**src/hdl/acs_pkg.sv**
```systemverilog
// Shared types and constants for the anchor chain sweep unit.
// Used by acs_front, acs_queue, acs_back and anchor_chain_sweep_unit.
package acs_pkg;

    localparam int MAX_ANCHORS = 1024;
    localparam int ADDR_W      = $clog2(MAX_ANCHORS);
    localparam int ID_W        = 10;
    localparam int COORD_W     = 31;
    localparam int SCORE_W     = 32;
    localparam int PRIO_W      = 40;
    localparam int GAP_W       = 34;
    localparam int QUEUE_DEPTH = 4;
    localparam int QPTR_W      = $clog2(QUEUE_DEPTH);
    localparam int QCNT_W      = $clog2(QUEUE_DEPTH + 1);

    localparam logic [1:0] OP_BEGIN = 2'd0;
    localparam logic [1:0] OP_END   = 2'd1;
    localparam logic [1:0] OP_CLEAR = 2'd2;

    localparam logic REG_SWEEP_END_X = 1'b0;
    localparam logic REG_SWEEP_END_Y = 1'b1;

    typedef struct packed {
        logic [1:0]               op;
        logic [ID_W-1:0]          anchor_id;
        logic [COORD_W-1:0]       pos_x;
        logic [COORD_W-1:0]       pos_y;
        logic signed [SCORE_W-1:0] weight;
    } in_item_t;

    typedef struct packed {
        logic [ID_W-1:0]           result_id;
        logic                      has_pred;
        logic [ID_W-1:0]           pred_id;
        logic signed [SCORE_W-1:0] chain_score;
    } out_item_t;

    typedef enum logic [1:0] {
        CMD_QUERY  = 2'd0,
        CMD_INSERT = 2'd1,
        CMD_CLEAR  = 2'd2
    } cmd_kind_t;

    typedef struct packed {
        cmd_kind_t                 kind;
        logic [ADDR_W-1:0]         id;
        logic [COORD_W-1:0]        pos_x;
        logic [COORD_W-1:0]        pos_y;
        logic signed [SCORE_W-1:0] weight;
        logic signed [GAP_W-1:0]   gap;
    } cmd_t;

    typedef struct packed {
        logic                      active;
        logic [COORD_W-1:0]        end_x;
        logic [COORD_W-1:0]        end_y;
        logic signed [PRIO_W-1:0]  prio;
    } rec_t;

    typedef struct packed {
        logic booting;
    } back_status_t;

endpackage

```
**src/hdl/acs_front.sv**
```systemverilog
// Input side: sweep-end registers, item classification and gap cost.
// Depends on acs_pkg.
module acs_front
    import acs_pkg::*;
(
    input  logic         clk,
    input  logic         rst_n,
    input  logic         in_valid,
    output logic         in_ready,
    input  in_item_t     in_item,
    input  logic         cfg_we,
    input  logic         cfg_idx,
    input  logic [30:0]  cfg_data,
    input  back_status_t back_st,
    input  logic         q_full,
    output logic         q_push,
    output cmd_t         q_data
);

    logic [COORD_W-1:0] end_x_reg;
    logic [COORD_W-1:0] end_y_reg;
    logic               id_ok;
    logic               keep;
    logic [GAP_W-1:0]   gap;

    always_ff @(posedge clk or negedge rst_n)
    begin
        if (!rst_n)
        begin
            end_x_reg <= '0;
            end_y_reg <= '0;
        end
        else if (cfg_we)
        begin
            if (cfg_idx == REG_SWEEP_END_X)
                end_x_reg <= cfg_data;
            if (cfg_idx == REG_SWEEP_END_Y)
                end_y_reg <= cfg_data;
        end
    end

    assign in_ready = !q_full && !back_st.booting;
    assign id_ok    = (32'(in_item.anchor_id) < MAX_ANCHORS);
    assign gap      = GAP_W'(end_x_reg) - GAP_W'(in_item.pos_x)
                    + GAP_W'(end_y_reg) - GAP_W'(in_item.pos_y);

    always_comb
    begin
        q_data.id     = ADDR_W'(in_item.anchor_id);
        q_data.pos_x  = in_item.pos_x;
        q_data.pos_y  = in_item.pos_y;
        q_data.weight = in_item.weight;
        q_data.gap    = $signed(gap);
        case (in_item.op)
            OP_BEGIN:
            begin
                q_data.kind = CMD_QUERY;
                keep        = id_ok;
            end
            OP_END:
            begin
                q_data.kind = CMD_INSERT;
                keep        = id_ok;
            end
            OP_CLEAR:
            begin
                q_data.kind = CMD_CLEAR;
                keep        = 1'b1;
            end
            default:
            begin
                // unused op: take the item and drop it
                q_data.kind = CMD_CLEAR;
                keep        = 1'b0;
            end
        endcase
    end

    assign q_push = in_valid && in_ready && keep;

endmodule

```
**config.mk**
```make
export PLATFORM = sky130hd
export DESIGN_NAME = acs_front
export DESIGN_NICKNAME = d
export VERILOG_FILES = /design/src/hdl/acs_pkg.sv /design/src/hdl/acs_front.sv
export SDC_FILE = /design/constraint.sdc
export NUM_CORES = 1
export LEC_CHECK = 0
export BUFFER_PORTS_ARGS = -buffer_cell sky130_fd_sc_hd__buf_2
export CELL_PAD_IN_SITES_DETAIL_PLACEMENT = 2
export CELL_PAD_IN_SITES_GLOBAL_PLACEMENT = 2
export CORE_ASPECT_RATIO = 1.1
export CORE_MARGIN = 4
export CORE_UTILIZATION = 29
export CTS_CLUSTER_SIZE = 10
export DETAILED_ROUTE_END_ITERATION = 7
export PLACE_DENSITY = 0.89
export SETUP_SLACK_MARGIN = 0.05
export SYNTH_ARGS = -nofsm -noshare
export SYNTH_HDL_FRONTEND = slang
export SYNTH_SLANG_ARGS = --single-unit
export TNS_END_PERCENT = 1
```
**constraint.sdc**
```tcl
create_clock -name clk -period 5.2 [get_ports clk]
set_input_delay 0.26 -clock clk [delete_from_list [all_inputs] [get_ports clk]]
set_output_delay 0.26 -clock clk [all_outputs]
set_load 0.01 [all_outputs]
```
======== Word level (Yosys, flattened, before mapping) ========
Cells that the tools add are included.
cells by class
  add/subtract/negate cells ............... 3
  eq/ne operators ......................... 2
  multiplexer cells ....................... 2
  bitwise logic cells ..................... 1
  reduce and logical (&&, ||, !) cells .... 9
operators by type and width
  kind                                                  number
  subtractor 33 x 32 -> 34 bit                          1
  adder 32 x 32 -> 33 bit                               1
  subtractor 31 x 31 -> 32 bit                          1
  case mux 2 bit (2 select lines)                       1
  AND reduction 2 bit                                   2
  logical AND 1 bit                                     3
  OR reduction 3 bit                                    1
  equality test 2 x 1 -> 1 bit (second input constant)  1
  equality test 2 bit (second input constant)           1
  zero test 1 bit                                       2
  zero test 2 bit                                       1
  two-way mux 1 bit                                     1
  NOT 1 bit                                             1
storage, ports and cells
  bits in registers ....................... 62
  input port bits ......................... 144
  output and inout bits ................... 142

======== Logic depth before layout (Yosys ltp) ========
Gate-level depths: netlist (run 1).
  word-level depth ........................ 4
  gate-level depth with buffers ........... 20

======== Worst setup path before layout (run 1) ========
OpenSTA, ideal clock, no wires.
  path kind ............................... register to output
  start point ............................. reg end_x_reg[0]
  end point ............................... out q_data[27] (netlist name)
  arrival ................................. 4440 ps
  slack ................................... 500 ps
  cell stages (with the launch flop) ...... 21
  cell sequence ........................... dfrtp_1 -> inv_1 -> ha_1 -> inv_1 -> fa_1 -> a211o_1 -> a211oi_4 -> o31a_4 -> o22ai_2 -> or4b_1 -> o211ai_1 -> fa_1 -> inv_1 -> ha_1 -> clkbuf_1 -> a21o_1 -> o21bai_1 -> or2_2 -> a211oi_2 -> o31ai_1 -> xor2_1
RTL lines
  item                    line             text
  from (decl)             acs_front.sv:20  logic [COORD_W-1:0] end_x_reg;
  from (signal assigned)  acs_front.sv:36  end_x_reg <= cfg_data;
  to (decl)               acs_front.sv:17  output cmd_t q_data

==> summary.txt, run 1 <==
Timing
  – Max Slew Vio Count: 0
  – Period utilization: 109%
  – Min Tclk post-route: 5.65 ns
  – Setup_tns: -4.51 ns
  – Clock skew: 0 ns
  – Final count of hold timing violations: 0
  – Final setup fails: 17
  – Max Clock Freq: 177 MHz
  – Unrepaired setup endpoints after global routing: true
  – Final Worst Setup Slack: -0.454 ns
  – Transition time of the tightest slew-check pin: 0.996 ns
  – Slew headroom: 32.9%

Route
  – Routed length per instance: 28.1 um
  – Pre-antenna DRT Iters: 5
  – ANT nets after route: 0
  – Violation count after the first detailed-route iteration: 451
  – Drt drc: 0
  – WL final: 38800 um
  – Detailed-route via count: 7693
  – Vias/cell: 5.57

CTS
  – Worst skew pair latency: 0.36 ns
  – Root buffer cell: clkbuf_16
  – Clk buf depth: 2
  – Reg clk slew, reported paths: 0.06 ns
  – Clock Sink Count: 62
  – H-tree Lvls: 3
  – CTS tree: done
  – Total CTS buffers: 9

Cells and area
  – Multi-input gate area: 5290 sq um
  – FF+latch area: 1550 sq um
  – Fin nets: 1262
  – Final instance area: 9380 sq um
  – Fillers: 2917
  – Area grow syn2layout: 20.1%
  – Most frequent cells in the layout: buf_2 (201), inv_1 (125), mux2_2 (62), dfrtp_1 (62), a21oi_1 (53)
  – Finished Layout Cells: 1381
  – Share of cells above drive strength 1: 39.2%
  – Most common cell after layout, fill and taps aside: buf_2

Placement
  – Placed Cells: 1344
  – Port Buffer Count: 201
  – Cell Area, Placed: 8510 sq um
  – Final HPWL DP: 26000 um
  – GP Congestion: 0.876

Setup path
  – R2r worst-path depth: 2
  – RR Startpoint: end_x_reg[0]
  – Setup crit start kind: flip-flop
  – Worst path arrival time: 5.39 ns
  – Worst R2R End: end_x_reg[0]
  – Critical-path maximum fanout: 7
  – CP required: 4.94 ns
  – Worst setup EP type: output port
  – Worst R2R Setup Slack: 4.28 ns
  – Critical path class: reg -> out

Power
  – P_sw: 3660 uW
  – Clock network power share: 9.5%
  – Int Pwr: 3030 uW
  – Leak Pwr: 0.00456 uW
  – Reg power frac: 9.2%
  – Peak VDD IR: 220 uV
  – Cell Pwr Density: 713 nW/um^2
  – Gate power share: 81.3%
  – Sw frac: 54.7%

Global route
  – Grt total ovfl: 0
  – GRT Total Usage: 23.2%
  – Initial antenna violation count: 2
  – GR Util met3: 3.50%
  – Busiest grt layer: met2
  – First-pass GRT wire length: 53000 um
  – Largest net degree at the start of global routing: 63
  – Met2 usage: 41.7%
  – Met1 Use GR: 25.5%
  – Number of global-route vias before repair: 8644

Hold path
  – Hold crit path type: in -> async

Yosys
  – Post-Syn Area: 7810 sq um
  – Number of synthesized flops with an enable pin: 0
  – Syn_area_per_cell: 8.64 sq um
  – Register area share after synthesis: 19.9%
  – Async set-or-reset flop fraction in the synthesized netlist: 100%
  – Synth Net Count: 1145
  – Mapped Cells: 905
  – Seq cells post-synth: 62
  – Synth Flop Type: dfrtp_1
  – Synth Warn #: 0
  – Post-synthesis cell type count: 70

Floorplanning
  – Starting Density: 29.7%
  – Total I/O pin count: 286
  – Core ar.: 26300 sq um
  – Die width: 165 um
  – Num rows: 62
  – Die Ht: 180 um
  – Full die area: 29600 sq um

Run status
  – Outcome: finished, violations left
  – Failing checks: negative setup slack

Flow run
  – Max_cap viols: 0
[cells in the mapped netlist, drive strengths merged, types with 4 or more instances]
cell type,count,area share (%)
a2111oi,5,1.0
o21a,7,0.69
xor2,21,2.4
mux2,62,8.9
clkbuf,19,0.91
fa,32,8.2
and4,4,0.45
nor2,37,1.8
a41oi,5,0.66
inv,131,6.3
nor2b,5,0.40
o211ai,8,0.77
o21bai,9,0.86
a21o,20,1.9
a221o,4,0.51
and3,8,0.64
o21ai,33,2.1
buf,116,11
ha,64,10
a31oi,7,0.56
a211oi,11,1.3
dfrtp,62,20
nand2,54,2.6
nor3,7,0.45
a21boi,4,0.38
xnor2,32,3.6
nand4,14,1.1
o31ai,6,0.70
nand3,12,0.77
a21oi,65,4.3
[power by group through the flow]
stage	Clock, uW	Combinational [uW]	Sequential (uW)
6_report	635	5440	615
5_1_grt	658	5780	620
3_5_place_dp	0	4470	615
3_3_place_gp	0	4170	601
2_1_floorplan	0	2850	589
4_1_cts	630	4760	609
[worst max-delay path: stages (launching register included)]
cell      delay (ns)
dfrtp_1         0.40
inv_2           0.07
ha_4            0.14
inv_2           0.04
fa_2            0.37
a211o_1         0.33
a211oi_4        0.34
buf_4           0.19
o31a_4          0.17
nand2_4         0.08
a31oi_2         0.29
xor2_1          0.28
fa_1            0.51
inv_1           0.10
ha_2            0.34
a21oi_1         0.16
o21ai_0         0.16
or3_1           0.39
o22a_1          0.26
a221oi_2        0.24
buf_2           0.17
[cells by family (layout without fill, tap and decap cells)]
kind of cell,after synthesis,count (layout),share of synthesized area [%]
adders and majority gates,96,96,18.4
other,0,2,0
DFF,62,62,19.9
muxes,63,63,9.06
and+or+nand+nor,155,155,9.57
AOI/OAI and AO/OA,210,210,19.2
xor gates and xnor gates,53,53,5.94
buffers and inverters,266,388,17.9
[how the worst max path moves through the flow]
| stage | to | slack, ns | from |
|---|---|---|---|
| 6_report | q_data[33] | -0.45 | end_x_reg[0] |
| 5_1_grt | q_data[33] | -0.52 | end_x_reg[0] |
| 4_1_cts | q_data[23] | -0.34 | end_x_reg[0] |
| 3_5_place_dp | q_data[33] | -0.16 | end_x_reg[0] |
| 3_3_place_gp | q_data[23] | 0.20 | end_x_reg[0] |
| 2_1_floorplan | q_data[27] | 0.50 | end_x_reg[0] |
[through the flow]
stage	setup WS [ns]	hold slack (ns)	total power, uW	utilization, %
after floorplan	0.500	-0.0356	3440	-
after global placement	0.199	0.465	4770	32.4
after detailed placement	-0.162	0.497	5090	32.4
after CTS	-0.339	0.122	6000	34.5
after global routing	-0.516	0.161	7060	35.7
final	-0.454	0.106	6690	35.7
[layout make-up]
type | count | share of cell area, %
inverters | 131 | 5.24
flip-flops and latches | 62 | 16.5
clock inverters | 6 | 0.667
repair buffers | 241 | 14.0
multi-input cells | 577 | 56.4
clock buffers | 10 | 2.44
well taps | 352 | 4.69
diodes | 2 | 0.0533
[routing by layer]
layer | up-vias | wire length, um
met1 | 3883 | 14400
met3 | 164 | 2280
met2 | 428 | 19300
li1 | 3218 | -
met4 | 0 | 2730
met5 | - | 0
[timing repair]
action | in CTS | in global routing
pin swaps | 25 | 32
endpoints found under the setup margin | 19 | 23
hold buffers | 0 | 0
cloned | 0 | 0
buffers inserted | 8 | 11
gates resized for setup | 43 | 49
No activity file was read; power rests on OpenSTA's default activity.
==> run 2: changes to the inputs <==
- SETUP_SLACK_MARGIN: 0.05 -> unset
==> run 2 against run 1 <==
- the flow still finishes with violations (negative setup slack)
- global-route usage is 0.71 points higher
- final cell count fell by 0.22%
- critical endpoint unchanged
- combinational power increased by 0.9%
- clock-buffer cell count did not move
- wire length fell by 1.7%
- largest cell class unchanged
- first-iteration DRC count rose by 16%
- setup slack better by 0.086 ns
==> summary.txt, run 2 (same netlist as run 1, synthesis figures left out) <==
Floorplanning
  – Die width: 165 um (unchanged)
  – Num rows: 62 (unchanged)
  – Full die area: 29600 sq um (unchanged)
  – Die Ht: 180 um (unchanged)
  – Starting Density: 29.7% (unchanged)
  – Total I/O pin count: 286 (unchanged)
  – Core ar.: 26300 sq um (unchanged)

Setup path
  – R2r worst-path depth: 3 (+1)
  – Worst R2R End: end_x_reg[0]
  – Worst R2R Setup Slack: 4.16 ns (-0.12 ns)
  – RR Startpoint: end_x_reg[0]
  – Critical-path maximum fanout: 7 (unchanged)
  – Worst setup EP type: output port
  – CP required: 4.94 ns (about the same)
  – Critical path class: reg -> out
  – Setup crit start kind: flip-flop
  – Worst path arrival time: 5.31 ns (-0.08 ns)

Route
  – ANT nets after route: 0 (unchanged)
  – Pre-antenna DRT Iters: 5 (unchanged)
  – Drt drc: 0 (unchanged)
  – Vias/cell: 5.58 (+0.22%)
  – Violation count after the first detailed-route iteration: 525 (+16%)
  – Routed length per instance: 27.6 um (-1.5%)
  – Detailed-route via count: 7693 (unchanged)
  – WL final: 38100 um (-1.7%)

Placement
  – GP Congestion: 0.876 (unchanged)
  – Cell Area, Placed: 8510 sq um (unchanged)
  – Port Buffer Count: 201 (unchanged)
  – Final HPWL DP: 26000 um (unchanged)

Global route
  – Number of global-route vias before repair: 8650 (+0.069%)
  – Initial antenna violation count: 0 (-2)
  – Largest net degree at the start of global routing: 63 (unchanged)
  – First-pass GRT wire length: 54300 um (+2.4%)
  – GRT Total Usage: 23.9% (+0.71 points)
  – Grt total ovfl: 0 (unchanged)

Timing
  – Unrepaired setup endpoints after global routing: true
  – Slew headroom: 42.4% (+9.5 points)
  – Max Slew Vio Count: 0 (unchanged)
  – Clock skew: 0 ns (unchanged)
  – Period utilization: 107% (-1.7 points)
  – Final count of hold timing violations: 0 (unchanged)
  – Final setup fails: 17 (unchanged)
  – Transition time of the tightest slew-check pin: 0.855 ns (-0.141 ns)
  – Setup_tns: -3.21 ns (+1.30 ns)
  – Max Clock Freq: 180 MHz (+1.5%)
  – Min Tclk post-route: 5.57 ns (-0.0863 ns)
  – Final Worst Setup Slack: -0.368 ns (+0.0863 ns)

Cells and area
  – Antenna Cells: 0 (-2)
  – Fin nets: 1261 (-0.079%)
  – Final instance area: 9440 sq um (+0.57%)
  – Core Util, Final: 35.9% (+0.20 points)
  – Area grow syn2layout: 20.7%
  – Fillers: 2900 (-0.58%)
  – Share of cells above drive strength 1: 40.4% (+1.1 points)
  – Multi-input gate area: 5350 sq um (+1.1%)
  – FF+latch area: 1550 sq um (unchanged)
  – Most frequent cells in the layout: buf_2 (200), inv_1 (125), mux2_2 (62), dfrtp_1 (62), nand2_1 (51)
  – Most common cell after layout, fill and taps aside: buf_2

Power
  – Leak Pwr: 0.00456 uW (about the same)
  – Cell Pwr Density: 713 nW/um^2 (about the same)
  – Peak VDD IR: 207 uV (-6.1%)

CTS
  – Root buffer cell: clkbuf_16
  – CTS tree: done
  – Worst skew pair latency: 0.35 ns (about the same)
  – Reg clk slew, reported paths: 0.06 ns (about the same)
  – Clock Sink Count: 62 (unchanged)
  – Clk buf depth: 2 (unchanged)
  – Total CTS buffers: 9 (unchanged)
  – Cts hold-fix bufs: 0 (unchanged)
  – H-tree Lvls: 3 (unchanged)

Run status
  – Failing checks: negative setup slack
  – Outcome: finished, violations left

Flow run
  – Max_cap viols: 0 (unchanged)

Hold path
  – Hold crit path type: in -> async
==> run 2: metal layers <==
layer  share of wire [%]  global-route usage (%)  vias up  wire [um]
met5                   0                       0        -          0
met1                  37                    26.9     3917      14200
met3                 5.8                    3.82      151       2210
met2                  51                    42.2      413      19300
li1                    -                       -     3212          -
met4                 6.3                    13.3        0       2390
==> run 2: through the flow <==
step / worst slack [ns] / power, uW / hold slack [ns] / std cells
after global routing: -0.463 / 7120 / 0.164 / 1378
final: -0.368 / 6730 / 0.0893 / 1378
after floorplan: 0.500 / 3440 / -0.0356 / 905
after CTS: -0.339 / 6000 / 0.122 / 1368
after global placement: 0.199 / 4770 / 0.465 / 1344
after detailed placement: -0.162 / 5090 / 0.497 / 1344
==> run 2: area by class of cell <==
| class | instances | share of cell area (%) |
|---|---|---|
| Clock buffer | 10 | 2.43 |
| Clock inverter | 6 | 0.663 |
| Inverter | 131 | 5.21 |
| Multi-Input combinational cell | 577 | 56.7 |
| Sequential cell | 62 | 16.4 |
| Tap cell | 352 | 4.67 |
| Timing Repair Buffer | 240 | 13.9 |
==> run 2: what timing repair did <==
item                                    4_1_cts  5_1_grt
pin swaps                                    25       33
setup buffers                                 8       10
hold endpoints to repair                      0        0
resized for setup                            42       69
endpoints found under the setup margin       19       23
==> run 2: how the worst max path moves through the flow <==
stage	from	slack, ns	endpoint	cells past startpoint
floorplan	end_x_reg[0]	0.50	q_data[27]	20
finish	end_x_reg[0]	-0.37	q_data[33]	20
detailed placement	end_x_reg[0]	-0.16	q_data[33]	20
CTS	end_x_reg[0]	-0.34	q_data[23]	20
global route	end_x_reg[0]	-0.46	q_data[33]	20
global placement	end_x_reg[0]	0.20	q_data[23]	20
==> run 2: critical path, stage by stage, from the launching register on <==
cell and delay [ns]:
dfrtp_1 0.39, inv_2 0.08, ha_4 0.14, inv_2 0.04, fa_2 0.38, a211o_1 0.33
a211oi_4 0.31, buf_4 0.18, o31a_4 0.16, nand2_4 0.08, a31oi_2 0.26, xor2_1 0.23
fa_1 0.47, inv_1 0.11, ha_2 0.34, a21oi_1 0.23, o21ai_0 0.16, or3_1 0.37
o22a_1 0.26, a221oi_2 0.25, buf_2 0.17
==> run 2: where the power goes <==
| group | switching (uW) | internal [uW] |
|---|---|---|
| sequential | 60.2 | 555 |
| combinational | 3340 | 2150 |
| clock | 256 | 370 |
