<file path="config.mk">
export PLATFORM = sky130hd
export DESIGN_NAME = acs_queue
export DESIGN_NICKNAME = d
export VERILOG_FILES = /design/src/hdl/acs_pkg.sv /design/src/hdl/acs_queue.sv
export SDC_FILE = /design/constraint.sdc
export NUM_CORES = 1
export LEC_CHECK = 0
export ABC_CLOCK_PERIOD_IN_PS = 9150
export BUFFER_PORTS_ARGS = -buffer_cell sky130_fd_sc_hd__buf_4
export CELL_PAD_IN_SITES_DETAIL_PLACEMENT = 0
export CELL_PAD_IN_SITES_GLOBAL_PLACEMENT = 1
export CORE_ASPECT_RATIO = 1.4
export CORE_UTILIZATION = 43
export CTS_BUF_LIST = sky130_fd_sc_hd__clkbuf_4 sky130_fd_sc_hd__clkbuf_8 sky130_fd_sc_hd__clkbuf_16
export CTS_CLUSTER_DIAMETER = 80
export DETAILED_ROUTE_END_ITERATION = 10
export PLACE_DENSITY_LB_ADDON = 0.1
export SETUP_SLACK_MARGIN = 0.15
export SYNTH_ARGS = -nofsm -noshare
export SYNTH_HDL_FRONTEND = slang
export SYNTH_SLANG_ARGS = --single-unit
</file>
<file path="constraint.sdc">
create_clock -name clk -period 9.15 [get_ports clk]
set_clock_uncertainty 0.05 [all_clocks]
set_input_delay 0.4575 -clock clk [delete_from_list [all_inputs] [get_ports clk]]
set_output_delay 0.4575 -clock clk [all_outputs]
set_load 0.005 [all_outputs]
</file>
<file path="src/hdl/acs_pkg.sv">
// Shared types and constants for the anchor chain sweep unit.
// Used by acs_front, acs_queue, acs_back and anchor_chain_sweep_unit.
package acs_pkg;

    localparam int MAX_ANCHORS = 1024;
    localparam int ADDR_W      = $clog2(MAX_ANCHORS);
    localparam int ID_W        = 10;
    localparam int COORD_W     = 31;
    localparam int SCORE_W     = 32;
    localparam int PRIO_W      = 40;
    localparam int GAP_W       = 34;
    localparam int QUEUE_DEPTH = 4;
    localparam int QPTR_W      = $clog2(QUEUE_DEPTH);
    localparam int QCNT_W      = $clog2(QUEUE_DEPTH + 1);

    localparam logic [1:0] OP_BEGIN = 2'd0;
    localparam logic [1:0] OP_END   = 2'd1;
    localparam logic [1:0] OP_CLEAR = 2'd2;

    localparam logic REG_SWEEP_END_X = 1'b0;
    localparam logic REG_SWEEP_END_Y = 1'b1;

    typedef struct packed {
        logic [1:0]               op;
        logic [ID_W-1:0]          anchor_id;
        logic [COORD_W-1:0]       pos_x;
        logic [COORD_W-1:0]       pos_y;
        logic signed [SCORE_W-1:0] weight;
    } in_item_t;

    typedef struct packed {
        logic [ID_W-1:0]           result_id;
        logic                      has_pred;
        logic [ID_W-1:0]           pred_id;
        logic signed [SCORE_W-1:0] chain_score;
    } out_item_t;

    typedef enum logic [1:0] {
        CMD_QUERY  = 2'd0,
        CMD_INSERT = 2'd1,
        CMD_CLEAR  = 2'd2
    } cmd_kind_t;

    typedef struct packed {
        cmd_kind_t                 kind;
        logic [ADDR_W-1:0]         id;
        logic [COORD_W-1:0]        pos_x;
        logic [COORD_W-1:0]        pos_y;
        logic signed [SCORE_W-1:0] weight;
        logic signed [GAP_W-1:0]   gap;
    } cmd_t;

    typedef struct packed {
        logic                      active;
        logic [COORD_W-1:0]        end_x;
        logic [COORD_W-1:0]        end_y;
        logic signed [PRIO_W-1:0]  prio;
    } rec_t;

    typedef struct packed {
        logic booting;
    } back_status_t;

endpackage

</file>
<file path="src/hdl/acs_queue.sv">
// Short command queue between the front and the back of the sweep unit.
// Depends on acs_pkg.
module acs_queue
    import acs_pkg::*;
(
    input  logic clk,
    input  logic rst_n,
    input  logic push,
    input  cmd_t push_data,
    output logic full,
    output logic pop_valid,
    input  logic pop,
    output cmd_t pop_data
);

    cmd_t              slot_reg [QUEUE_DEPTH];
    logic [QPTR_W-1:0] wr_ptr_reg;
    logic [QPTR_W-1:0] rd_ptr_reg;
    logic [QCNT_W-1:0] count_reg;
    logic              do_pop;

    assign full      = (count_reg == QCNT_W'(QUEUE_DEPTH));
    assign pop_valid = (count_reg != '0);
    assign pop_data  = slot_reg[rd_ptr_reg];
    assign do_pop    = pop && pop_valid;

    always_ff @(posedge clk)
    begin
        if (push)
            slot_reg[wr_ptr_reg] <= push_data;
    end

    always_ff @(posedge clk or negedge rst_n)
    begin
        if (!rst_n)
        begin
            wr_ptr_reg <= '0;
            rd_ptr_reg <= '0;
            count_reg  <= '0;
        end
        else
        begin
            if (push)
                wr_ptr_reg <= (wr_ptr_reg == QPTR_W'(QUEUE_DEPTH - 1)) ? '0 : wr_ptr_reg + 1'b1;
            if (do_pop)
                rd_ptr_reg <= (rd_ptr_reg == QPTR_W'(QUEUE_DEPTH - 1)) ? '0 : rd_ptr_reg + 1'b1;
            if (push && !do_pop)
                count_reg <= count_reg + 1'b1;
            else if (!push && do_pop)
                count_reg <= count_reg - 1'b1;
        end
    end

endmodule

</file>
Word-level counts from Yosys, hierarchy flattened
Memories as Yosys holds them, arrays and structs flattened.
Cells that the tools add are included.
{ "word_totals": {"register_bits": 7, "ram_bits": 560, "word_cells": 24, "n_memories": 1} }
{ "mem_list": {"columns": ["memory", "depth", "width", "read_ports", "rd_ports_with_merged_regs", "write_ports", "line_no", "source"], "rows": [
  ["slot_reg", 4, 140, 1, 0, 1, "acs_queue.sv:16", "cmd_t slot_reg [QUEUE_DEPTH];"]
]} }
{ "classes": {"addsub": 4, "n_eq_ne": 3, "muxes": 6, "n_reduce_logical": 7} }
{ "op_table": {"columns": ["op", "n"], "rows": [
  ["3-bit 2-to-1 mux", 2],
  ["2-bit by 1-bit adder with 2-bit output (second input constant)", 2],
  ["2-bit equality test (second input constant)", 2],
  ["2-bit 2-to-1 mux", 2],
  ["3-bit by 1-bit adder with 3-bit output (second input constant)", 1],
  ["3-bit equality test (second input constant)", 1],
  ["1-bit logical AND", 3],
  ["3-bit nonzero test", 1],
  ["3-bit by 1-bit subtractor with 3-bit output (second input constant)", 1],
  ["1-bit logical NOT", 2],
  ["1-bit 2-to-1 mux", 2],
  ["2-bit nonzero test", 1]
]} }

Depth between registers and ports, before layout
Gate-level depths: netlist of the first run.
{ "logic_depth": {"word_depth": 5, "depth_mapped": 8, "depth_no_buf": 8} }

Least setup slack after synthesis of the first run
OpenSTA, ideal clock, no wires.
{ "synth_timing": {"path_kind": "reg-to-reg", "startpoint": "register wr_ptr_reg[0]", "endpoint": "memory slot_reg[2][0] (netlist bit) (enable)", "setup_time_ns": 0.516, "t_arrival_ns": 3.830, "path_slack_ns": 4.755, "path_stages_with_launch": 4, "period_less_slack_ns": 4.395, "path_cell_list": "dfrtp_1 -> inv_1 -> ha_1 -> and2_1"} }
{ "synth_rtl": {"columns": ["item", "line_no", "source"], "rows": [
  ["start, declared", "acs_queue.sv:17", "logic [QPTR_W-1:0] wr_ptr_reg;"],
  ["start signal, assigned", "acs_queue.sv:44", "wr_ptr_reg <= (wr_ptr_reg == QPTR_W'(QUEUE_DEPTH - 1)) ? '0 : wr_ptr_reg + 1'b1;"],
  ["end, declared", "acs_queue.sv:16", null]
]} }
Straight into the memory's write port.

==> load_flow_metrics.sql, run 1 <==
INSERT INTO impl_metrics (metric_group, metric, value, unit) VALUES
('status', 'run_status', 'completed', ''),
('layout', 'layout.filler_cells', '3676', ''),
('layout', 'synthToLayoutAreaGrowth', '24.0', '%'),
('global_route', 'grt_pass1_vias', '9894', ''),
('synth', 'synth_ff_type', 'sky130_fd_sc_hd__edfxtp_1', ''),
('drt', 'detailedRoute.firstPassIterationCount', '4', ''),
('synth', 'synth_edf_count', '560', ''),
('synth', 'synth_top_cell_area_share', '0.816', ''),
('hold_path', 'worstHoldStart', 'push_data[42]', ''),
('critical_path', 'critical-path-slowest-cell', 'sky130_fd_sc_hd__dfrtp_4', ''),
('drt', 'first_iter_violations', '370', ''),
('sta', 'finalSetupViolCount', '0', ''),
('floorplan', 'initial_utilization', '0.437', ''),
('pwr', 'leakagePower', '8.69', 'nW'),
('critical_path', 'rr_startpoint', 'wr_ptr_reg[0]', ''),
('layout', 'post_route_utilization', '0.541', ''),
('floorplan', 'number_of_top_level_design_ports', '286', ''),
('global_route', 'grt_max_degree', '110', ''),
('layout', 'multi_input_comb_area', '3390', 'sq um'),
('pwr', 'power-per-cell-area', '309', 'nW/um^2'),
('pwr', 'power.switching_fraction', '0.261', ''),
('floorplan', 'core_region_area', '47200', 'sq um'),
('clock_tree', 'post_cts_setup_buffers', '0', ''),
('flow_run', 'drv.max_cap_violation_count', '0', ''),
('drt', 'drt-vias-per-instance', '5.12', ''),
('critical_path', 'timing.rr.end', 'slot_reg[2][65]', ''),
('floorplan', 'core.rowCount', '94', ''),
('pwr', 'cellInternalPower', '5.83', 'mW'),
('place', 'io_buffers', '285', ''),
('hold_path', 'worstHoldPathType', 'input port to flop', ''),
('synth', 'syn_inst', '769', ''),
('clock_tree', 'clock_insertion_delay_worst_skew', '0.57', 'ns'),
('global_route', 'grt_first_pass_wirelength', '60.3', 'mm'),
('layout', 'fin_nets', '1270', ''),
('sta', 'post_route_setup_tns', '0', 'ns'),
('sta', 'post-route-period-util', '0.397', ''),
('clock_tree', 'tritoncts', 'built', ''),
('clock_tree', 'worst_setup_hold_path_clk_slew', '0.06', 'ns'),
('clock_tree', 'cts_inserted_buffers', '54', ''),
('synth', 'synth.cells.most_frequent', 'sky130_fd_sc_hd__edfxtp_1, sky130_fd_sc_hd__mux4_2, sky130_fd_sc_hd__buf_2', ''),
('critical_path', 'worstPathMaxFanout', '109', ''),
('synth', 'synthMostInstantiatedCell', 'sky130_fd_sc_hd__edfxtp_1', ''),
('sta', 'clock.fmax', '275', 'MHz'),
('sta', 'worst_slew_margin_rel', '0.307', ''),
('global_route', 'antenna_violations_before_repair', '3', ''),
('global_route', 'gr-usage-all-layers', '0.165', ''),
('layout', 'cell_area_after_layout', '25500', 'sq um'),
('clock_tree', 'cts_buffer_depth', '3', ''),
('synth', 'yosys.area.top_type', 'sky130_fd_sc_hd__edfxtp_1', ''),
('critical_path', 'timing.critical_path.buf_inv', '2', ''),
('place', 'place_congestion', '0.668', ''),
('drt', 'postRouteWirelength', '40.0', 'mm'),
('critical_path', 'worstSetupEndpointType', 'output pin', ''),
('drt', 'route.detailed.drc', '0', ''),
('critical_path', 'worst_r2r_path_depth', '5', ''),
('drt', 'vias', '9160', ''),
('critical_path', 'cpLargestDelayFamily', 'flip-flops', ''),
('drt', 'ant_nets', '0', ''),
('synth', 'postSynthAreaPerCell', '26.8', 'sq um'),
('sta', 'timing.final.hold_violations', '0', ''),
('sta', 'timing_worst_slew_pin_value', '1.04', 'ns'),
('hold_path', 'min_path_cells', '1', ''),
('global_route', 'grt.overflow.total', '0', ''),
('floorplan', 'full_die_area', '48800', 'sq um'),
('sta', 'period_needed', '3.63', 'ns'),
('synth', 'ys.warnings.count', '0', ''),
('pwr', 'pwr-share-seq', '0.444', ''),
('clock_tree', 'clock-sinks', '567', ''),
('place', 'dpl_cell_area', '23400', 'sq um'),
('pwr', 'clkPwrFrac', '0.282', ''),
('critical_path', 'rrSetupSlack', '5.93', 'ns');
final cells by class:
class,instances,area share
Clock buffer,74,0.0621
Clock inverter,26,0.00911
Tap cell,624,0.0306
Inverter,3,0.000441
Timing Repair Buffer,326,0.0993
Antenna cell,2,0.000196
Multi-Input combinational cell,167,0.133
Sequential cell,567,0.666
metrics by stage:
stage | hold slack, ns | setup slack, ns | std cells
2_1_floorplan | 0.112 | 4.75 | 769
3_3_place_gp | 0.231 | 5.80 | 1657
3_5_place_dp | 0.230 | 5.82 | 1657
4_1_cts | 0.00000583 | 5.33 | 1787
5_1_grt | 0.00354 | 5.23 | 1788
6_report | 0.0370 | 5.52 | 1789
per-layer routing:
layer | track usage | share of wire
met1 | 0.207 | 0.40
met2 | 0.278 | 0.51
met3 | 0.0520 | 0.070
met4 | 0.0467 | 0.019
met5 | 0 | 0.00033
power by group through the flow:
stage | registers, mW | logic, mW | clock network, mW
2_1_floorplan | 3.50 | 1.28 | 0
3_3_place_gp | 3.55 | 2.24 | 0
3_5_place_dp | 3.57 | 2.23 | 0
4_1_cts | 3.52 | 2.25 | 2.29
5_1_grt | 3.55 | 2.35 | 2.39
6_report | 3.50 | 2.17 | 2.23
timing repair:
| action | CTS | global route |
|---|---|---|
| hold buffers | 30 | 0 |
| hold endpoints to repair | 106 | 0 |
| resized for setup | 0 | 0 |
worst max-delay path by stage:
stage	from	end	slack, ns	depth (start not counted)
floorplan	wr_ptr_reg[0]	slot_reg[2][0]	4.75	3
finish	rd_ptr_reg[0]	pop_data[68]	5.52	3
detailed placement	push	slot_reg[3][90]	5.82	4
global route	rd_ptr_reg[0]	pop_data[45]	5.23	3
global placement	wr_ptr_reg[0]	slot_reg[2][67]	5.80	5
CTS	rd_ptr_reg[0]	pop_data[68]	5.33	3
layout by cell type, fill, tap and decap left out:
| cell type | count |
|---|---|
| sky130_fd_sc_hd__clkbuf_16 | 57 |
| sky130_fd_sc_hd__fa_1 | 1 |
| sky130_fd_sc_hd__buf_4 | 295 |
| sky130_fd_sc_hd__edfxtp_1 | 560 |
| sky130_fd_sc_hd__xor2_1 | 2 |
| sky130_fd_sc_hd__dlygate4sd3_1 | 30 |
| sky130_fd_sc_hd__o21ai_0 | 2 |
| sky130_fd_sc_hd__clkbuf_4 | 12 |
| sky130_fd_sc_hd__and2_4 | 4 |
| sky130_fd_sc_hd__inv_1 | 3 |
| sky130_fd_sc_hd__mux4_2 | 140 |
| sky130_fd_sc_hd__dfrtp_4 | 2 |
| sky130_fd_sc_hd__clkinv_4 | 1 |
| sky130_fd_sc_hd__bufinv_16 | 4 |
| sky130_fd_sc_hd__clkinv_2 | 11 |
| sky130_fd_sc_hd__clkinv_1 | 7 |
| sky130_fd_sc_hd__nand2_1 | 3 |
| sky130_fd_sc_hd__diode_2 | 2 |
| sky130_fd_sc_hd__or3_1 | 1 |
| sky130_fd_sc_hd__nor3b_1 | 1 |
| sky130_fd_sc_hd__nor2_1 | 3 |
| sky130_fd_sc_hd__dfrtp_1 | 5 |
| sky130_fd_sc_hd__clkinvlp_4 | 3 |
| sky130_fd_sc_hd__ha_1 | 6 |
| sky130_fd_sc_hd__xnor2_1 | 1 |
| sky130_fd_sc_hd__clkbuf_8 | 5 |
| sky130_fd_sc_hd__mux2_2 | 3 |
| sky130_fd_sc_hd__buf_12 | 1 |
cells by family (layout without fill, tap and decap cells):
kind of cell | after synthesis | count (layout) | synth area share
adder cells (fa/ha/maj) | 7 | 7 | 0.00462
other | 0 | 2 | 0
flip-flops | 567 | 567 | 0.825
multiplexers | 143 | 143 | 0.155
buffers and inverters | 35 | 429 | 0.0111
XOR/XNOR | 3 | 3 | 0.00128
AND/OR/NAND/NOR | 12 | 12 | 0.00298
AO/OA/AOI/OAI | 2 | 2 | 0.000486
(Power assumes the default switching activity.)
==> run 2: changes to the inputs <==
ABC_CLOCK_PERIOD_IN_PS = 3600   (was 9150)
clock period = 3.6 ns   (was 9.15 ns; I/O delays follow)
==> load_flow_metrics.sql, run 2 (synthesized netlist as in run 1, its figures left out) <==
INSERT INTO impl_metrics (metric_group, metric, value, unit) VALUES
('status', 'run_status', 'completed', ''),
('clock_tree', 'cts-root-buf', 'sky130_fd_sc_hd__clkbuf_16', ''),
('floorplan', 'full_die_area', '48800', 'sq um'),
('drt', 'route.detailed.drc', '0', ''),
('clock_tree', 'clock-sinks', '567', ''),
('sta', 'clock.fmax', '356', 'MHz'),
('floorplan', 'initial_utilization', '0.437', ''),
('sta', 'grt_setup_unrepaired', 'false', ''),
('layout', 'layout.filler_cells', '3597', ''),
('critical_path', 'cp_data_required_time', '3.37', 'ns'),
('pwr', 'power.switching_fraction', '0.260', ''),
('layout', 'layout.cells.most_common', 'sky130_fd_sc_hd__edfxtp_1', ''),
('drt', 'ant_nets', '0', ''),
('sta', 'timing_worst_slew_pin_value', '0.703', 'ns'),
('clock_tree', 'cts_inserted_buffers', '53', ''),
('sta', 'slew_violations', '0', ''),
('global_route', 'grt_first_pass_wirelength', '62.4', 'mm'),
('critical_path', 'setup.worst_path.start_class', 'flop', ''),
('flow_run', 'drv.max_cap_violation_count', '0', ''),
('pwr', 'cellInternalPower', '15.1', 'mW'),
('drt', 'vias', '9535', ''),
('sta', 'period_needed', '2.81', 'ns'),
('global_route', 'gr-usage-all-layers', '0.170', ''),
('pwr', 'leakagePower', '9.24', 'nW'),
('global_route', 'grt_pass1_vias', '10241', ''),
('drt', 'postRouteWirelength', '41.2', 'mm'),
('layout', 'most_used_cells_in_the_layout_excluding_fill_and_tap_cells', 'sky130_fd_sc_hd__edfxtp_1, sky130_fd_sc_hd__buf_4, sky130_fd_sc_hd__dlygate4sd3_1', ''),
('pwr', 'pwr-share-comb', '0.288', ''),
('clock_tree', 'cts_buffer_depth', '3', ''),
('clock_tree', 'clock_insertion_delay_worst_skew', '0.56', 'ns'),
('drt', 'wl_per_cell', '21.6', 'microns'),
('sta', 'post-route-period-util', '0.780', ''),
('pwr', 'clkPwrFrac', '0.280', ''),
('sta', 'timing.final.hold_violations', '0', ''),
('hold_path', 'worstHoldPathType', 'input port to flop', ''),
('layout', 'post_route_cells_drive_above_1_share', '0.422', ''),
('clock_tree', 'post_cts_setup_buffers', '0', ''),
('floorplan', 'die_width', '187', 'microns'),
('place', 'io_buffers', '285', ''),
('layout', 'multi_input_comb_area', '3390', 'sq um'),
('drt', 'detailedRoute.firstPassIterationCount', '5', ''),
('floorplan', 'core_region_area', '47200', 'sq um'),
('floorplan', 'die_h', '261', 'microns'),
('layout', 'synthToLayoutAreaGrowth', '30.6', '%'),
('sta', 'finalSetupViolCount', '0', ''),
('place', 'dp.final_hpwl', '24.8', 'mm'),
('layout', 'post_route_utilization', '0.570', ''),
('drt', 'drt-vias-per-instance', '5.00', ''),
('global_route', 'grt.overflow.total', '0', ''),
('place', 'place_congestion', '0.708', ''),
('critical_path', 'cp_arrival', '2.58', 'ns'),
('floorplan', 'number_of_top_level_design_ports', '286', ''),
('sta', 'worst_slew_margin_rel', '0.532', ''),
('global_route', 'grt_max_degree', '59', ''),
('pwr', 'net-switching-power', '5.33', 'mW'),
('pwr', 'power-per-cell-area', '761', 'nW/um^2'),
('layout', 'fin_nets', '1391', ''),
('pwr', 'pwr-share-seq', '0.432', ''),
('critical_path', 'timing_worst_setup_path_type', 'flop to output pin', ''),
('clock_tree', 'worst_setup_hold_path_clk_slew', '0.06', 'ns'),
('clock_tree', 'tritoncts', 'built', ''),
('layout', 'area.sequential', '17000', 'sq um'),
('global_route', 'antenna_violations_before_repair', '3', ''),
('layout', 'largest_reg_flops', '560', ''),
('floorplan', 'core.rowCount', '94', ''),
('sta', 'post_route_setup_tns', '0', 'ns'),
('pwr', 'peak_supply_drop', '490', 'uV'),
('drt', 'first_iter_violations', '482', ''),
('critical_path', 'worstSetupEndpointType', 'output pin', ''),
('critical_path', 'worstPathMaxFanout', '29', ''),
('clock_tree', 'htree_levels', '2', '');
-- run 2: metal layers --
metal,global-route usage,up-vias,share of wire
li1,-,4278,-
met4,0.0439,2,0.016
met5,0,-,0.00032
met2,0.299,239,0.53
met1,0.210,4963,0.39
met3,0.0453,53,0.060
-- run 2: stage by stage --
stage	hold slack [ns]	cell area, sq um	setup slack, ns	std cells	power (mW)
final	0.302	26900	0.792	1907	20.5
after global placement	-0.0491	23600	1.29	1665	15.0
after CTS	0.258	26900	0.662	1905	20.9
after detailed placement	-0.0467	23600	1.30	1665	15.0
after floorplan	-0.166	20600	0.765	769	12.0
after global routing	0.276	26900	0.612	1907	21.4
-- run 2: area by class of cell --
| type | instances | area share |
|---|---|---|
| Sequential cell | 567 | 0.632 |
| Timing Repair Buffer | 448 | 0.145 |
| Multi-Input combinational cell | 167 | 0.126 |
| Clock buffer | 66 | 0.0542 |
| Tap cell | 624 | 0.0290 |
| Clock inverter | 30 | 0.0131 |
| Inverter | 3 | 0.000419 |
| Antenna cell | 2 | 0.000186 |
-- run 2: final timing paths --
| check | start | endpoint | slack [ns] | cells after the start |
|---|---|---|---|---|
| max | rd_ptr_reg[0] | pop_data[76] | 0.79 | 3 |
| min | push_data[1] | slot_reg[2][1] | 0.30 | 2 |
| max reg2reg | count_reg[0] | count_reg[2] | 1.39 | 8 |
| min reg2reg | count_reg[2] | count_reg[2] | 0.42 | 1 |
| max in group asynchronous | rst_n | rd_ptr_reg[0] | 2.67 | 3 |
| min in group asynchronous | rst_n | count_reg[2] | 0.54 | 3 |
-- run 2: worst max-delay path: stages (launching register included) --
cell,delay [ns]
sky130_fd_sc_hd__dfrtp_4,0.88
sky130_fd_sc_hd__buf_4,0.40
sky130_fd_sc_hd__mux4_2,0.55
sky130_fd_sc_hd__buf_4,0.15
-- run 2: timing repair --
action                                 4_1_cts  5_1_grt
gates resized for setup                      0        0
hold buffers                               144        0
endpoints found under the hold margin      572        0
-- run 2: power by group through the flow --
| stage | Sequential (mW) | Combinational, mW | Clock, mW |
|---|---|---|---|
| 2_1_floorplan | 8.80 | 3.25 | 0 |
| 3_3_place_gp | 8.97 | 5.98 | 0 |
| 3_5_place_dp | 9.01 | 5.98 | 0 |
| 4_1_cts | 8.87 | 6.14 | 5.89 |
| 5_1_grt | 8.95 | 6.39 | 6.11 |
| 6_report | 8.84 | 5.91 | 5.73 |
==> run 3: changes to the inputs <==
ABC_AREA = 1   (was default)
ABC_CLOCK_PERIOD_IN_PS = 2400   (was 3600)
clock period = 2.4 ns   (was 3.6 ns; I/O delays follow)
==> load_flow_metrics.sql, run 3 <==
INSERT INTO impl_metrics (metric_group, metric, value, unit) VALUES
('status', 'run_status', 'completed', ''),
('synth', 'post_synth_num_cell_types', '20', ''),
('clock_tree', 'tritoncts', 'built', ''),
('pwr', 'peak_supply_drop', '706', 'uV'),
('sta', 'timing_worst_slew_pin_value', '0.610', 'ns'),
('critical_path', 'cp_arrival', '2.06', 'ns'),
('drt', 'drt-vias-per-instance', '4.86', ''),
('critical_path', 'timing.rr.end', 'count_reg[2]', ''),
('critical_path', 'rrSetupSlack', '0.52', 'ns'),
('synth', 'yosys_register_bits', '567', ''),
('layout', 'post_route_cells_drive_above_1_share', '0.271', ''),
('sta', 'worst_slew_margin_rel', '0.593', ''),
('clock_tree', 'cts-root-buf', 'sky130_fd_sc_hd__clkbuf_16', ''),
('critical_path', 'timing.critical_path.cells', 'buf_12 -> buf_16 -> o211ai_2 -> nand2_1 -> buf_4', ''),
('drt', 'met3_length', '2.73', 'mm'),
('global_route', 'grt_pass1_vias', '14564', ''),
('floorplan', 'number_of_top_level_design_ports', '286', ''),
('synth', 'synth_top_cell_area_share', '0.722', ''),
('critical_path', 'critical_path.startpoint', 'rd_ptr_reg[0]', ''),
('floorplan', 'full_die_area', '55100', 'sq um'),
('drt', 'highest-signal-layer', 'met4', ''),
('synth', 'synthMostInstantiatedCell', 'sky130_fd_sc_hd__edfxtp_1', ''),
('layout', 'fin_nets', '2300', ''),
('critical_path', 'count_of_cell_instances_traversed_by_the_critical_path', '5', ''),
('place', 'dp.final_hpwl', '29.9', 'mm'),
('synth', 'postSynthAreaPerCell', '13.8', 'sq um'),
('synth', 'post_synth_and_or_nand_nor_area_fraction', '0.0724', ''),
('layout', 'multi_input_comb_area', '4650', 'sq um'),
('clock_tree', 'clock_insertion_delay_worst_skew', '0.60', 'ns'),
('clock_tree', 'cts_buffer_depth', '3', ''),
('sta', 'grt_setup_unrepaired', 'true', ''),
('synth', 'post_synth_main_area_contributors', 'sky130_fd_sc_hd__edfxtp_1, sky130_fd_sc_hd__o211ai_2, sky130_fd_sc_hd__nand2_1', ''),
('synth', 'synth.mux.area_fraction', '0', ''),
('floorplan', 'initial_utilization', '0.437', ''),
('clock_tree', 'clock-sinks', '567', ''),
('place', 'setup_slack_at_placement', '0.549', 'ns'),
('synth', 'synth_xor_area_frac', '0.000376', ''),
('drt', 'vias', '14140', ''),
('critical_path', 'timing_worst_setup_path_type', 'flop to output pin', ''),
('sta', 'slew_violations', '0', ''),
('floorplan', 'die_h', '277', 'microns'),
('synth', 'yosysSeqAreaShare', '0.729', ''),
('layout', 'synthToLayoutAreaGrowth', '29.5', '%'),
('floorplan', 'core.rowCount', '100', ''),
('global_route', 'gr-usage-all-layers', '0.203', ''),
('floorplan', 'core_region_area', '53300', 'sq um'),
('synth', 'ys.warnings.count', '0', ''),
('drt', 'detailedRoute.firstPassIterationCount', '4', ''),
('clock_tree', 'htree_levels', '2', ''),
('sta', 'period_needed', '2.23', 'ns'),
('pwr', 'leakagePower', '12.0', 'nW'),
('critical_path', 'critical-path-slowest-cell', 'sky130_fd_sc_hd__dfrtp_4', ''),
('place', 'io_buffers', '285', ''),
('synth', 'netlist_area_before_placement', '23300', 'sq um'),
('global_route', 'grt_first_pass_wirelength', '84.1', 'mm'),
('layout', 'layout.cells.most_common', 'sky130_fd_sc_hd__edfxtp_1', ''),
('sta', 'fin_ws', '0.166', 'ns'),
('layout', 'most_used_cells_in_the_layout_excluding_fill_and_tap_cells', 'sky130_fd_sc_hd__edfxtp_1, sky130_fd_sc_hd__nand2_1, sky130_fd_sc_hd__buf_4', ''),
('hold_path', 'worstHoldPathType', 'input port to flop', ''),
('clock_tree', 'worst_setup_hold_path_clk_slew', '0.06', 'ns'),
('global_route', 'antenna_violations_before_repair', '2', ''),
('critical_path', 'cp_data_required_time', '2.23', 'ns'),
('critical_path', 'setup.worst_path.start_class', 'flop', ''),
('sta', 'post-route-period-util', '0.931', ''),
('place', 'dpl_cell_area', '26400', 'sq um'),
('synth', 'synth.cells.most_frequent', 'sky130_fd_sc_hd__edfxtp_1, sky130_fd_sc_hd__nand2_1, sky130_fd_sc_hd__inv_1', ''),
('synth', 'synth_compound_area_frac', '0.121', ''),
('drt', 'ant_nets', '0', ''),
('hold_path', 'worstHoldStart', 'push_data[133]', ''),
('pwr', 'power-per-cell-area', '1170', 'nW/um^2'),
('layout', 'largest_reg_flops', '560', ''),
('sta', 'clock.fmax', '448', 'MHz'),
('global_route', 'grt_max_degree', '82', ''),
('layout', 'layout.filler_cells', '4389', ''),
('floorplan', 'die_width', '199', 'microns'),
('critical_path', 'cpLargestDelayFamily', 'flip-flops', ''),
('synth', 'number_of_nets_produced_by_synthesis', '1840', ''),
('critical_path', 'timing.critical_path.buf_inv', '3', ''),
('synth', 'async_reset_ff_frac', '0.0123', ''),
('critical_path', 'worstSetupEndpointType', 'output pin', ''),
('layout', 'post_route_utilization', '0.566', ''),
('drt', 'postRouteWirelength', '56.0', 'mm'),
('critical_path', 'critPathCapture', 'pop_data[67]', ''),
('critical_path', 'worst_path_largest_cell_delay', '0.57', 'ns'),
('synth', 'yosys.area.top_type', 'sky130_fd_sc_hd__edfxtp_1', ''),
('drt', 'first_iter_violations', '661', ''),
('drt', 'wl_per_cell', '19.3', 'microns'),
('synth', 'synth_ff_type', 'sky130_fd_sc_hd__edfxtp_1', ''),
('flow_run', 'drv.max_cap_violation_count', '0', ''),
('synth', 'synth_edf_count', '560', ''),
('synth', 'syn_inst', '1689', ''),
('drt', 'wl_met1', '23.7', 'mm'),
('global_route', 'grt.overflow.total', '0', ''),
('synth', 'synthAdderAreaFrac', '0.00408', ''),
('critical_path', 'rr_startpoint', 'count_reg[0]', ''),
('critical_path', 'worst_r2r_path_depth', '10', ''),
('sta', 'timing.final.hold_violations', '0', ''),
('clock_tree', 'cts_inserted_buffers', '54', ''),
('synth', 'synth_top_family_by_area', 'compound AO/OA/AOI/OAI gates', ''),
('critical_path', 'worstPathMaxFanout', '39', ''),
('place', 'place_congestion', '0.737', ''),
('drt', 'route.detailed.drc', '0', ''),
('sta', 'finalSetupViolCount', '0', ''),
('layout', 'cell_area_after_layout', '30200', 'sq um'),
('drt', 'detailroute.wirelength.met2', '28.5', 'mm'),
('layout', 'area.sequential', '17000', 'sq um');
-- run 3: changes by cell type in the layout (fill, tap and decap cells not counted), sizes merged, moves of 2 or more --
cell,delta
nand2,+436
inv,+284
o211ai,+280
mux4,-140
buf,+42
clkinv,+10
clkbuf,+7
bufinv,-6
and2,-4
clkinvlp,+3
mux2,-3
nand3,+3
xor2,-2
-- run 3: routing by layer --
layer	up-vias	track usage
met1	6960	0.251
li1	6829	-
met4	0	0.0566
met2	274	0.357
met5	-	0
met3	77	0.0394
-- run 3: power by group --
group	total (mW)	internal, mW	switching [mW]
clock	8.09	4.53	3.57
sequential	13.2	12.7	0.521
combinational	14.0	6.17	7.80
-- run 3: logic make-up (layout without fill, tap and decap cells) --
logic type | Yosys count | in the layout
xor+xnor | 1 | 1
other cells | 0 | 2
fa+ha+maj | 7 | 7
compound gates | 282 | 282
simple gates | 447 | 447
buf+inv | 385 | 888
flops | 567 | 567
-- run 3: per-stage QoR --
stage                     TNS, ns  power, mW  hold WS [ns]  std cells
final                           0       35.3         0.220       2908
after global routing            0       37.2         0.201       2908
after CTS                       0       35.1         0.174       2896
after detailed placement        0       25.7        -0.101       2637
after global placement          0       25.5        -0.101       2637
after floorplan           -433.97       20.4        -0.226       1689
-- run 3: what timing repair did --
item                                   in CTS  in global routing
buffers inserted                            8                  2
gates cloned                                8                  8
gates resized for setup                    22                 24
setup endpoints to repair                 140                 83
endpoints found under the hold margin     573                  0
pin swaps                                   1                 24
hold buffers                              144                  0
-- run 3: worst min path at each step --
stage / end / slack [ns] / cells after the start
6_report: slot_reg[3][133] / 0.22 / 2
5_1_grt: slot_reg[3][118] / 0.20 / 2
2_1_floorplan: count_reg[0] / -0.23 / 0
4_1_cts: slot_reg[1][20] / 0.17 / 2
3_3_place_gp: count_reg[0] / -0.10 / 1
3_5_place_dp: count_reg[0] / -0.10 / 1
-- run 3: area by class of cell --
cell class	instances	share of cell area
sequential	567	0.564
antenna	2	0.000166
multi-input combinational	737	0.154
tap	714	0.0296
clock inverter	32	0.00655
timing repair buffer	497	0.159
inverter	291	0.0376
clock buffer	67	0.0486
timing repair inverter	1	0.000373
